$ cat src/sv/ctst_pkg.sv
// Shared types and constants for the complete tree slot table.
package ctst_pkg;

  localparam int unsigned DEPTH      = 64;
  localparam int unsigned IDX_W      = $clog2(DEPTH);
  localparam int unsigned CNT_W      = $clog2(DEPTH + 1);
  localparam int unsigned VALUE_W    = 32;
  localparam int unsigned COUNT_OUT_W = 7;
  localparam int unsigned IN_DATA_W  = 40;
  localparam int unsigned IN_USER_W  = 2;
  localparam int unsigned OUT_DATA_W = 16;

  typedef enum logic [1:0] {
    ACT_INSERT = 2'd0,
    ACT_DELETE = 2'd1,
    ACT_SEARCH = 2'd2,
    ACT_CHECK  = 2'd3
  } action_e;

  typedef enum logic [1:0] {
    STS_OK        = 2'd0,
    STS_NOT_FOUND = 2'd1,
    STS_SIDE_TAKEN = 2'd2,
    STS_FULL      = 2'd3
  } status_e;

  typedef enum logic [6:0] {
    ST_IDLE   = 7'b0000001,
    ST_INSERT = 7'b0000010,
    ST_SCAN   = 7'b0000100,
    ST_DEL_RD = 7'b0001000,
    ST_DEL_WR = 7'b0010000,
    ST_CHECK  = 7'b0100000,
    ST_DONE   = 7'b1000000
  } state_e;

  // Controller to datapath
  typedef struct packed {
    logic accept;
    logic insert;
    logic scan;
    logic read_last;
    logic del_write;
    logic check;
    logic load_out;
  } ctst_cmd_t;

  // Datapath to controller
  typedef struct packed {
    logic is_delete;
    logic scan_end;
    logic match;
    logic check_end;
  } ctst_sts_t;

endpackage

$ cat src/sv/ctst_ram.sv
// Generic single-write, single-read RAM with registered read data.
module ctst_ram #(
  parameter int unsigned WIDTH = 32,
  parameter int unsigned DEPTH = 64
) (
  input  logic                     clk_i,
  input  logic                     we_i,
  input  logic [$clog2(DEPTH)-1:0] waddr_i,
  input  logic [WIDTH-1:0]         wdata_i,
  input  logic [$clog2(DEPTH)-1:0] raddr_i,
  output logic [WIDTH-1:0]         rdata_o
);

  logic [WIDTH-1:0] mem_q [DEPTH];
  logic [WIDTH-1:0] rdata_q;

  always_ff @(posedge clk_i) begin
    if (we_i) begin
      mem_q[waddr_i] <= wdata_i;
    end
    rdata_q <= mem_q[raddr_i];
  end

  assign rdata_o = rdata_q;

endmodule

$ cat src/sv/ctst_ctrl.sv
// Sequencing state machine for the slot table actions.
module ctst_ctrl (
  input  logic                clk_i,
  input  logic                rst_ni,
  input  logic                in_valid_i,
  output logic                in_ready_o,
  input  ctst_pkg::action_e   action_i,
  output logic                out_valid_o,
  input  logic                out_ready_i,
  output ctst_pkg::ctst_cmd_t cmd_o,
  input  ctst_pkg::ctst_sts_t sts_i
);

  ctst_pkg::state_e state_q, state_d;
  logic out_valid_q, out_valid_d;

  always_comb begin
    state_d = state_q;
    cmd_o   = '0;
    unique case (state_q)
      ctst_pkg::ST_IDLE: begin
        if (in_valid_i) begin
          cmd_o.accept = 1'b1;
          unique case (action_i)
            ctst_pkg::ACT_INSERT: state_d = ctst_pkg::ST_INSERT;
            ctst_pkg::ACT_DELETE,
            ctst_pkg::ACT_SEARCH: state_d = ctst_pkg::ST_SCAN;
            ctst_pkg::ACT_CHECK:  state_d = ctst_pkg::ST_CHECK;
            default:              state_d = ctst_pkg::ST_IDLE;
          endcase
        end
      end
      ctst_pkg::ST_INSERT: begin
        cmd_o.insert = 1'b1;
        state_d      = ctst_pkg::ST_DONE;
      end
      ctst_pkg::ST_SCAN: begin
        cmd_o.scan = 1'b1;
        if (sts_i.scan_end) begin
          state_d = (sts_i.match && sts_i.is_delete) ? ctst_pkg::ST_DEL_RD
                                                     : ctst_pkg::ST_DONE;
        end
      end
      ctst_pkg::ST_DEL_RD: begin
        cmd_o.read_last = 1'b1;
        state_d         = ctst_pkg::ST_DEL_WR;
      end
      ctst_pkg::ST_DEL_WR: begin
        cmd_o.del_write = 1'b1;
        state_d         = ctst_pkg::ST_DONE;
      end
      ctst_pkg::ST_CHECK: begin
        cmd_o.check = 1'b1;
        if (sts_i.check_end) begin
          state_d = ctst_pkg::ST_DONE;
        end
      end
      ctst_pkg::ST_DONE: begin
        // wait until the output register is free
        if (!out_valid_q || out_ready_i) begin
          cmd_o.load_out = 1'b1;
          state_d        = ctst_pkg::ST_IDLE;
        end
      end
      default: state_d = ctst_pkg::ST_IDLE;
    endcase
  end

  assign out_valid_d = cmd_o.load_out | (out_valid_q & ~out_ready_i);

  always_ff @(posedge clk_i or negedge rst_ni) begin
    if (!rst_ni) begin
      state_q     <= ctst_pkg::ST_IDLE;
      out_valid_q <= 1'b0;
    end else begin
      state_q     <= state_d;
      out_valid_q <= out_valid_d;
    end
  end

  assign in_ready_o  = (state_q == ctst_pkg::ST_IDLE);
  assign out_valid_o = out_valid_q;

endmodule

$ cat src/sv/ctst_dp.sv
// Datapath: request registers, count, attach flags, scan pointer and results.
module ctst_dp (
  input  logic                                clk_i,
  input  logic                                rst_ni,
  input  ctst_pkg::ctst_cmd_t                 cmd_i,
  output ctst_pkg::ctst_sts_t                 sts_o,
  input  ctst_pkg::action_e                   action_i,
  input  logic [ctst_pkg::VALUE_W-1:0]        value_i,
  input  logic                                side_i,
  output logic                                ram_we_o,
  output logic [ctst_pkg::IDX_W-1:0]          ram_waddr_o,
  output logic [ctst_pkg::VALUE_W-1:0]        ram_wdata_o,
  output logic [ctst_pkg::IDX_W-1:0]          ram_raddr_o,
  input  logic [ctst_pkg::VALUE_W-1:0]        ram_rdata_i,
  output logic                                answer_o,
  output ctst_pkg::status_e                   status_o,
  output logic [ctst_pkg::COUNT_OUT_W-1:0]    entry_count_o
);

  localparam int unsigned IW = ctst_pkg::IDX_W;
  localparam int unsigned CW = ctst_pkg::CNT_W;

  // request payload
  ctst_pkg::action_e             action_q;
  logic [ctst_pkg::VALUE_W-1:0]  value_q;
  logic                          side_q;

  // control state
  logic [CW-1:0]                 count_q, count_d;
  logic [ctst_pkg::DEPTH-1:0]    left_q, left_d, right_q, right_d;
  logic [CW-1:0]                 scan_q, scan_d;
  logic                          pend_q, pend_d;
  logic [IW-1:0]                 pend_idx_q, pend_idx_d;
  logic [IW-1:0]                 hit_idx_q, hit_idx_d;

  // staged and delivered result
  logic                          res_ans_q, res_ans_d;
  ctst_pkg::status_e             res_sts_q, res_sts_d;
  logic                          out_ans_q;
  ctst_pkg::status_e             out_sts_q;
  logic [ctst_pkg::COUNT_OUT_W-1:0] out_cnt_q;

  logic          issue;
  logic          match;
  logic [CW-1:0] last;
  logic [IW-1:0] last_parent;
  logic [IW-1:0] ins_idx;
  logic [IW-1:0] ins_parent;
  logic          ins_flag;
  logic [IW-1:0] chk_idx;
  logic [CW:0]   chk_left_child;
  logic          chk_fail;

  assign issue       = (scan_q < count_q);
  assign match       = pend_q && (ram_rdata_i == value_q);
  assign last        = count_q - CW'(1);
  assign last_parent = IW'((last - CW'(1)) >> 1);
  assign ins_idx     = count_q[IW-1:0];
  assign ins_parent  = IW'((count_q - CW'(1)) >> 1);
  assign ins_flag    = side_q ? right_q[ins_parent] : left_q[ins_parent];
  assign chk_idx     = scan_q[IW-1:0];
  assign chk_left_child = {scan_q, 1'b1};
  assign chk_fail    = (right_q[chk_idx] && !left_q[chk_idx])
                    || ((chk_left_child < {1'b0, count_q}) && !left_q[chk_idx])
                    || (((chk_left_child + (CW+1)'(1)) < {1'b0, count_q})
                        && !right_q[chk_idx]);

  always_comb begin
    count_d    = count_q;
    left_d     = left_q;
    right_d    = right_q;
    scan_d     = scan_q;
    pend_d     = pend_q;
    pend_idx_d = pend_idx_q;
    hit_idx_d  = hit_idx_q;
    res_ans_d  = res_ans_q;
    res_sts_d  = res_sts_q;
    ram_we_o    = 1'b0;
    ram_waddr_o = ins_idx;
    ram_wdata_o = value_q;
    ram_raddr_o = scan_q[IW-1:0];
    sts_o.is_delete = (action_q == ctst_pkg::ACT_DELETE);
    sts_o.match     = match;
    sts_o.scan_end  = match || (!pend_q && !issue);
    sts_o.check_end = !issue || chk_fail;

    if (cmd_i.accept) begin
      scan_d = '0;
      pend_d = 1'b0;
    end

    if (cmd_i.insert) begin
      if (count_q == CW'(ctst_pkg::DEPTH)) begin
        res_ans_d = 1'b0;
        res_sts_d = ctst_pkg::STS_FULL;
      end else begin
        ram_we_o         = 1'b1;
        left_d[ins_idx]  = 1'b0;
        right_d[ins_idx] = 1'b0;
        if (count_q == '0) begin
          count_d   = CW'(1);
          res_ans_d = 1'b1;
          res_sts_d = ctst_pkg::STS_OK;
        end else if (!ins_flag) begin
          if (side_q) begin
            right_d[ins_parent] = 1'b1;
          end else begin
            left_d[ins_parent] = 1'b1;
          end
          count_d   = count_q + CW'(1);
          res_ans_d = 1'b1;
          res_sts_d = ctst_pkg::STS_OK;
        end else begin
          res_ans_d = 1'b0;
          res_sts_d = ctst_pkg::STS_SIDE_TAKEN;
        end
      end
    end

    if (cmd_i.scan) begin
      // one read issued per cycle, compared the cycle after
      pend_d     = issue;
      pend_idx_d = scan_q[IW-1:0];
      if (issue) begin
        scan_d = scan_q + CW'(1);
      end
      if (match) begin
        hit_idx_d = pend_idx_q;
      end
      if (sts_o.scan_end) begin
        res_ans_d = match;
        res_sts_d = match ? ctst_pkg::STS_OK : ctst_pkg::STS_NOT_FOUND;
      end
    end

    if (cmd_i.read_last) begin
      ram_raddr_o = last[IW-1:0];
    end

    if (cmd_i.del_write) begin
      ram_we_o    = 1'b1;
      ram_waddr_o = hit_idx_q;
      ram_wdata_o = ram_rdata_i;
      if (last != '0) begin
        if (last[0]) begin
          left_d[last_parent] = 1'b0;
        end else begin
          right_d[last_parent] = 1'b0;
        end
      end
      count_d = last;
    end

    if (cmd_i.check) begin
      if (!issue) begin
        res_ans_d = 1'b1;
        res_sts_d = ctst_pkg::STS_OK;
      end else if (chk_fail) begin
        res_ans_d = 1'b0;
        res_sts_d = ctst_pkg::STS_OK;
      end else begin
        scan_d = scan_q + CW'(1);
      end
    end
  end

  always_ff @(posedge clk_i or negedge rst_ni) begin
    if (!rst_ni) begin
      count_q <= '0;
      left_q  <= '0;
      right_q <= '0;
      scan_q  <= '0;
      pend_q  <= 1'b0;
    end else begin
      count_q <= count_d;
      left_q  <= left_d;
      right_q <= right_d;
      scan_q  <= scan_d;
      pend_q  <= pend_d;
    end
  end

  always_ff @(posedge clk_i) begin
    if (cmd_i.accept) begin
      action_q <= action_i;
      value_q  <= value_i;
      side_q   <= side_i;
    end
    pend_idx_q <= pend_idx_d;
    hit_idx_q  <= hit_idx_d;
    res_ans_q  <= res_ans_d;
    res_sts_q  <= res_sts_d;
    if (cmd_i.load_out) begin
      out_ans_q <= res_ans_q;
      out_sts_q <= res_sts_q;
      out_cnt_q <= ctst_pkg::COUNT_OUT_W'(count_q);
    end
  end

  assign answer_o      = out_ans_q;
  assign status_o      = out_sts_q;
  assign entry_count_o = out_cnt_q;

endmodule

$ cat src/sv/complete_tree_slot_table.sv
// Top level: array-ordered binary tree table with insert, delete, search and check.
// A search scans the stored slots in order and stops at the first hit; a delete on a hit
// then reads the last slot and moves it into the hit slot. A check walks the slots and
// stops at the first slot that fails. One request in flight: the next is taken once the
// result is offered, and a result left waiting in the output register holds the following
// one back. Reset clears the count, all attach flags and the handshake.
module complete_tree_slot_table (
  input  logic                               clk_i,
  input  logic                               rst_ni,
  // request channel
  input  logic                               s_axis_tvalid,
  output logic                               s_axis_tready,
  input  logic [ctst_pkg::IN_DATA_W-1:0]     s_axis_tdata,  // [31:0] item_value, [32] side
  input  logic [ctst_pkg::IN_USER_W-1:0]     s_axis_tuser,  // [1:0] action
  // result channel
  output logic                               m_axis_tvalid,
  input  logic                               m_axis_tready,
  output logic [ctst_pkg::OUT_DATA_W-1:0]    m_axis_tdata   // [0] answer, [2:1] status,
                                                            // [9:3] entry_count
);

  ctst_pkg::ctst_cmd_t cmd;
  ctst_pkg::ctst_sts_t sts;
  ctst_pkg::action_e   action;

  logic                              ram_we;
  logic [ctst_pkg::IDX_W-1:0]        ram_waddr;
  logic [ctst_pkg::VALUE_W-1:0]      ram_wdata;
  logic [ctst_pkg::IDX_W-1:0]        ram_raddr;
  logic [ctst_pkg::VALUE_W-1:0]      ram_rdata;

  logic                              answer;
  ctst_pkg::status_e                 status;
  logic [ctst_pkg::COUNT_OUT_W-1:0]  entry_count;

  // the action selects the sequence the controller runs
  assign action = ctst_pkg::action_e'(s_axis_tuser);

  ctst_ctrl u_ctrl (
    .clk_i       (clk_i),
    .rst_ni      (rst_ni),
    .in_valid_i  (s_axis_tvalid),
    .in_ready_o  (s_axis_tready),
    .action_i    (action),
    .out_valid_o (m_axis_tvalid),
    .out_ready_i (m_axis_tready),
    .cmd_o       (cmd),
    .sts_i       (sts)
  );

  ctst_dp u_dp (
    .clk_i         (clk_i),
    .rst_ni        (rst_ni),
    .cmd_i         (cmd),
    .sts_o         (sts),
    .action_i      (action),
    .value_i       (s_axis_tdata[ctst_pkg::VALUE_W-1:0]),
    .side_i        (s_axis_tdata[ctst_pkg::VALUE_W]),
    .ram_we_o      (ram_we),
    .ram_waddr_o   (ram_waddr),
    .ram_wdata_o   (ram_wdata),
    .ram_raddr_o   (ram_raddr),
    .ram_rdata_i   (ram_rdata),
    .answer_o      (answer),
    .status_o      (status),
    .entry_count_o (entry_count)
  );

  // slot values: written by insert and by the delete move, read by the scans
  ctst_ram #(
    .WIDTH (ctst_pkg::VALUE_W),
    .DEPTH (ctst_pkg::DEPTH)
  ) u_values (
    .clk_i   (clk_i),
    .we_i    (ram_we),
    .waddr_i (ram_waddr),
    .wdata_i (ram_wdata),
    .raddr_i (ram_raddr),
    .rdata_o (ram_rdata)
  );

  // pack the result, zero-filled to whole bytes
  assign m_axis_tdata = {
    (ctst_pkg::OUT_DATA_W - ctst_pkg::COUNT_OUT_W - 3)'(0),
    entry_count,
    status,
    answer
  };

endmodule
$ cat config.mk
export PLATFORM = sky130hd
export DESIGN_NAME = complete_tree_slot_table
export DESIGN_NICKNAME = d
export VERILOG_FILES = /design/src/sv/ctst_pkg.sv /design/src/sv/ctst_ram.sv /design/src/sv/ctst_ctrl.sv /design/src/sv/ctst_dp.sv /design/src/sv/complete_tree_slot_table.sv
export SDC_FILE = /design/constraint.sdc
export NUM_CORES = 2
export LEC_CHECK = 0
export BUFFER_PORTS_ARGS = -buffer_cell sky130_fd_sc_hd__buf_2
export CORE_UTILIZATION = 50
export CTS_CLUSTER_DIAMETER = 150
export DETAILED_ROUTE_END_ITERATION = 10
export PLACE_DENSITY = 0.71
export SETUP_SLACK_MARGIN = 0.02
export SYNTH_ARGS = -nofsm -noshare
export SYNTH_HDL_FRONTEND = slang
export SYNTH_SLANG_ARGS = --single-unit
$ cat constraint.sdc
create_clock -name clk_i -period 5.2 [get_ports clk_i]
set_input_delay 0 -clock clk_i [delete_from_list [all_inputs] [get_ports clk_i]]
set_output_delay 0 -clock clk_i [all_outputs]
set_load 0.02 [all_outputs]
After elaboration in Yosys (flattened, before gate mapping)
Memory sizes are Yosys's and may differ from the RTL's. A register that Yosys moved wholly into a read port is not among the register bits.
Index checks and enable logic that the tools add are counted.
{"block": "totals", "regBits": 211, "latchBits": 0, "ram_bits": 2048, "rom_bits": 0, "in_bits": 46, "out_inout_bits": 18, "elab_cells": 179, "memories": 1}
{"memory": "u_values.mem_q", "depth": 64, "word_bits": 32, "rd": 1, "rd_clocked_by_memory_dff": 1, "wr": 1, "line": "ctst_ram.sv:14", "text": "logic [WIDTH-1:0] mem_q [DEPTH];"}
{"block": "classes", "addsub": 5, "multipliers": 0, "div_mod_pow": 0, "n_lt_le_gt_ge": 10, "n_eq_ne": 19, "n_shift": 0, "mux": 87, "bitwise": 11, "reduce_logical": 29}
{"cell": "64-bit two-way mux", "count": 16}
{"cell": "64-bit AND", "count": 4}
{"cell": "64-bit NOT", "count": 2}
{"cell": "64-bit OR", "count": 2}
{"cell": "7-bit two-way mux", "count": 16}
{"cell": "7-bit case mux with 6 select lines", "count": 1}
{"cell": "1-bit two-way mux", "count": 34}
{"cell": "32-bit == test", "count": 1}
{"cell": "32-bit two-way mux", "count": 1}
{"cell": "6-bit by 7-bit less-than comparator with 1-bit output (second input constant)", "count": 4}
{"cell": "1-bit binary-select mux with 6-bit select", "count": 4}
{"cell": "7-bit case mux with 3 select lines", "count": 1}
{"cell": "1-bit demux with 6-bit select", "count": 3}
{"cell": "6-bit by 1-bit greater-or-equal comparator with 1-bit output (second input constant)", "count": 3}
{"cell": "2-bit two-way mux", "count": 9}
{"cell": "8-bit by 7-bit less-than comparator with 1-bit output", "count": 2}
{"cell": "7-bit by 1-bit adder with 7-bit output (second input constant)", "count": 2}
{"cell": "7-bit == test (second input constant)", "count": 2}
{"cell": "7-bit by 1-bit subtractor with 7-bit output (second input constant)", "count": 2}
{"cell": "6-bit two-way mux", "count": 2}
{"cell": "1-bit logical AND", "count": 9}
{"cell": "8-bit by 1-bit adder with 8-bit output (second input constant)", "count": 1}
{"cell": "2-bit != test (second input constant)", "count": 4}
{"cell": "7-bit by 1-bit == test with 1-bit output (second input constant)", "count": 1}
{"cell": "other kinds (23)", "count": 35}

Depth between registers and ports, before layout
{"block": "logic_depth", "depth_word": 16, "mapped_depth": 18, "depth_no_buf": 11}

Modules after synthesis
From an unflattened synthesis, not the netlist that was laid out.
{"block": "hier_totals", "hier_cells": 4759, "hier_area_um2": 92448.7}
{"module": "ctst_ram", "instances": 1, "cells_per_inst": 3324, "area_each_um2": 78515.3, "seq_area_each_um2": 62139.6}
{"module": "ctst_dp", "instances": 1, "cells_per_inst": 1364, "area_each_um2": 13261.5, "seq_area_each_um2": 5350.1}
{"module": "ctst_ctrl", "instances": 1, "cells_per_inst": 63, "area_each_um2": 615.6, "seq_area_each_um2": 201.4}
{"module": "complete_tree_slot_table", "instances": 1, "cells_per_inst": 8, "area_each_um2": 56.3, "seq_area_each_um2": 0.0}

Worst setup path before layout
OpenSTA, ideal clock, no wires.
{"block": "synth_timing", "path_type": "register to register", "start": "reg u_ctrl.state_q[3]", "end": "mem u_values.mem_q[27][0], enable pin", "setup_ps": 421, "arrival_time_ps": 3971, "t_required_ps": 4779, "path_slack_ps": 807, "stages_incl_launch_ff": 8, "path_buffers": 0, "synth_period_minus_slack_ps": 4393, "path_cell_list": "dfrtp_1 -> or3_1 -> or3_1 -> nor3b_1 -> mux2i_1 -> or2_2 -> nand2b_1 -> nor2_1"}
{"block": "synth_via", "elab_chain_len": 6, "word_cells_on_any_way": 9, "classes_between": "eq/ne (2); mux (7)"}
{"element": "from (decl)", "line": "ctst_ctrl.sv:14", "text": "ctst_pkg::state_e state_q, state_d;"}
{"element": "from (signal assigned)", "line": "ctst_ctrl.sv:73", "text": "state_q <= ctst_pkg::ST_IDLE;"}
{"element": "from (signal assigned)", "line": "ctst_ctrl.sv:76", "text": "state_q <= state_d;"}
{"element": "7-bit by 2-bit == test with 1-bit output", "line": "ctst_ctrl.sv:20", "text": "unique case (state_q)"}
{"element": "1-bit two-way mux", "line": "ctst_ctrl.sv:20"}
{"element": "1-bit two-way mux", "line": "ctst_dp.sv:92", "text": "if (cmd_i.insert) begin"}
{"element": "1-bit two-way mux", "line": "ctst_dp.sv:140", "text": "if (cmd_i.del_write) begin"}
{"element": "1-bit two-way mux", "line": "ctst_ram.sv:18", "text": "if (we_i) begin"}
{"element": "1-bit two-way mux (not written as such)", "line": "ctst_ram.sv:19", "text": "mem_q[waddr_i] <= wdata_i;"}
{"element": "to (decl)", "line": "ctst_ram.sv:14"}
Parallel ways exist; a longest one is shown, timed or not.

Worst setup path in the final report
{"block": "layout_timing", "start": "reg u_dp.count_q[0]", "end": "reg u_dp.right_q[31] in the netlist's numbering"}
{"block": "layout_via", "elab_chain_len": 16, "word_cells_on_any_way": 38, "classes_between": "add/sub (2); order compare (6); eq/ne (1); mux (19); bitwise (5); reduce/logical (5)"}
{"element": "from (decl)", "line": "ctst_dp.sv:29", "text": "logic [CW-1:0] count_q, count_d;"}
{"element": "from (signal assigned)", "line": "ctst_dp.sv:175", "text": "count_q <= count_d;"}
{"element": "parallel branches: the longest is 15 deep, another holds 7-bit by 1-bit subtractor with 7-bit output"}
{"element": "64-bit two-way mux *", "line": "ctst_dp.sv:140"}
{"element": "via u_dp.right_d (one bit)", "line": "ctst_dp.sv:30", "text": "logic [ctst_pkg::DEPTH-1:0] left_q, left_d, right_q, right_d;"}
{"element": "to (signal assigned)", "line": "ctst_dp.sv:177", "text": "right_q <= right_d;"}
{"element": "to (decl)", "line": "ctst_dp.sv:30"}
Mark *: on every way through the listed nets, which the timed path passes. The select of a mux whose other input is x is not followed.
A chain may end at the register's enable or synchronous reset.

==> impl_metrics.yaml <==
timing:
  timing.final.crit_period_ns: 4.57
  timing.slew.headroom: 0.0732
  rsz0062_at_grt: "false"
  drv_slew: 0
  fin_skew_ns: 0.0659
  layout_setup_ws_ns: 0.630
  clock.fmax_ghz: 0.219
  tightest_slew_ns: 1.39
  post-route-period-util: 0.879
  finalHoldViolCount: 0
  timing.hold.ws_ns: 0.0472
  setup_violations: 0
  finalSetupTns_ns: 0
placed_design:
  gp_routability_congestion: 0.990
  dp_slack_ns: 0.735
  port_buffers: 50
  hpwl_um: 144000
  place_area_um2: 96900
  dp_cells: 7452
clocking:
  cts.clk_slew.worst_paths_ns: 0.06
  cts_tree: "yes"
  clockBufferDepth: 3
  worst_skew_pair.late_latency_ns: 0.87
  clkSinkCount: 2291
  cts_resized: 0
  cts_hold_buf: 74
  htree_levels: 4
  postCtsSetupBuffers: 0
  numCtsBuffers: 213
  root_buffer: "clkbuf_16"
drt:
  dr_total_vias: 51625
  wl_per_cell_um: 31.0
  wirelength_um: 246000
  initialDrtViolationCount: 6972
  post-route-drc-count: 0
  ant_nets: 0
  dr.pass1.iters: 7
  viasPerCell: 6.52
power_and_ir_drop:
  total_power_mw: 44.2
  p_leak_nw: 33.4
  powerDensity_nw_per_um2: 422
  irDropWorstVdd_v: 0.000391
layout:
  final_area_um2: 105000
  area_growth_pct: 13.4
  nets: 5347
  final_cell_mix: "2105 x edfxtp_1, 534 x mux4_2, 465 x nand2_1, 244 x a22oi_1, 215 x clkbuf_16"
  drive_gt1_frac: 0.230
  fin_cells: 7921
  layout_commonest_cell: "edfxtp_1"
  fin_util: 0.571
setup_path:
  cp_max_fo: 73
  end_kind: "flip-flop"
  critPathKind: "reg -> reg"
  critical_path_required_ns: 5.92
  cp-start-kind: "flip-flop"
  cp-startpoint: "u_dp.count_q[0]"
  r2r-start: "u_dp.count_q[0]"
  arrival_ns: 5.29
global_routing:
  track_usage: 0.264
  grt_pass1_vias: 51142
  grt_start_max_net_pins: 74
  grt_pass1_wl_um: 356000
  overflow: 0
  antenna_found_initial: 2
die:
  core_um2: 183000
  fp.dieH_um: 431
  rows: 157
  io_pins: 64
  die_area_um2: 186000
  die_x_um: 431
  start_util: 0.504
yosys:
  yosys_warnings: 0
  synth_cells: 5015
  ys_async_sr_fraction: 0.0659
  syn_area_um2: 92200
  synth_edf_count: 2105
  ys_dominant_reg_cell: "edfxtp_1"
  ys_types: 74
  seq_area_frac_synth: 0.734
  synth_area_per_cell_um2: 18.4
  ys_seq_elements: 2291
job:
  drv_cap: 0
outcome:
  status: "completed"
hold_path:
  hold_class: "in -> reg"
  hp-start: "s_axis_tuser[0]"
## path summary, 6_finish.rpt
kind | endpoint | slack (ns) | cells past startpoint
max in group asynchronous | u_dp.right_q[39] | 3.76 | 4
worst max-delay path | u_dp.right_q[31] | 0.63 | 13
worst max register to register | u_dp.right_q[31] | 0.63 | 13
min in group asynchronous | u_dp.scan_q[3] | 0.30 | 3
worst min-delay path | u_dp.action_q[0] | 0.05 | 2
worst min register to register | u_dp.hit_idx_q[1] | 0.41 | 0
## kinds of logic after synthesis
group / Yosys count / share of synthesized area
buffers and inverters: 318 / 0.0145
AOI/OAI and AO/OA: 580 / 0.0442
xor gates and xnor gates: 54 / 0.00521
muxes: 667 / 0.145
and+or+nand+nor: 1080 / 0.0534
adders and majority gates: 24 / 0.00326
DFF: 2291 / 0.734
other: 1 / 0.0000407
## flip-flops by register name, indices dropped and copies added, names as in the netlist, 6 cells and up
| name | flops |
|---|---|
| u_dp.value_q | 32 |
| u_dp.scan_q | 7 |
| u_dp.count_q | 7 |
| u_dp.right_q | 64 |
| u_dp.pend_idx_q | 6 |
| u_ctrl.state_q | 7 |
| u_dp.entry_count_o | 7 |
| u_dp.left_q | 64 |
| u_dp.hit_idx_q | 6 |
| u_values.rdata_o | 32 |
| u_values.mem_q | 2048 |
## cell usage after synthesis (5+ instances only)
library cell | n | share of area
a21o_1 | 9 | 0.00073
a21oi_1 | 44 | 0.0024
a221oi_1 | 12 | 0.0011
a22o_1 | 15 | 0.0014
a22oi_1 | 244 | 0.020
a311oi_1 | 7 | 0.00067
a31oi_1 | 47 | 0.0032
a32oi_1 | 24 | 0.0023
and2_1 | 11 | 0.00075
and3_1 | 14 | 0.00095
buf_1 | 50 | 0.0020
buf_2 | 81 | 0.0044
buf_4 | 11 | 0.00090
clkbuf_1 | 156 | 0.0064
clkinv_1 | 6 | 0.00024
dfrtp_1 | 150 | 0.041
dfxtp_1 | 35 | 0.0076
edfxtp_1 | 2105 | 0.69
ha_1 | 24 | 0.0033
inv_1 | 13 | 0.00053
mux2_2 | 17 | 0.0021
mux2i_1 | 116 | 0.013
mux4_2 | 534 | 0.13
nand2_1 | 497 | 0.020
nand2b_1 | 20 | 0.0014
nand3_1 | 157 | 0.0085
nand3b_1 | 7 | 0.00057
nand4_1 | 119 | 0.0081
nor2_1 | 168 | 0.0068
nor2b_1 | 10 | 0.00068
nor3_1 | 26 | 0.0014
nor3b_1 | 5 | 0.00041
nor4_1 | 16 | 0.0011
o211ai_1 | 29 | 0.0024
o21a_1 | 5 | 0.00041
o21ai_0 | 90 | 0.0049
o21ai_1 | 7 | 0.00038
o22ai_1 | 5 | 0.00034
o31ai_1 | 10 | 0.00081
or2_2 | 8 | 0.00054
or3_1 | 7 | 0.00048
xnor2_1 | 17 | 0.0016
xor2_1 | 36 | 0.0034
## final cells by class
class | count | area (um^2)
antenna | 1 | 2.50
inverter | 20 | 75.1
clock inverter | 110 | 1180
fill | 13390 | 78500
tap | 2464 | 3080
timing repair buffer | 340 | 2940
clock buffer | 284 | 5730
multi-input combinational | 2411 | 23900
sequential | 2291 | 67700
## layer usage
metal,GRT usage,up-vias,part of all wire
met5,0,-,0
met4,0.110,0,0.043
met3,0.0482,562,0.096
met2,0.415,3218,0.48
met1,0.367,26786,0.39
li1,-,21059,-
## power breakdown
group          total (mW)  internal [mW]  switching (mW)
clock                15.4           8.65            6.80
combinational        6.57           1.84            4.73
sequential           22.2           21.7           0.407
## worst max-delay path, stage by stage, from the launching register on
cell      delay (ns)
dfrtp_1         0.36
clkinv_1        0.08
buf_4           0.20
ha_1            0.31
clkinv_1        0.57
buf_4           0.44
mux4_2          0.47
a222oi_1        0.35
a22o_1          0.21
a211oi_1        0.08
a311oi_4        0.34
buf_12          0.36
nand3_1         0.35
a21oi_1         0.30
No activity file was read; power rests on OpenSTA's default activity.
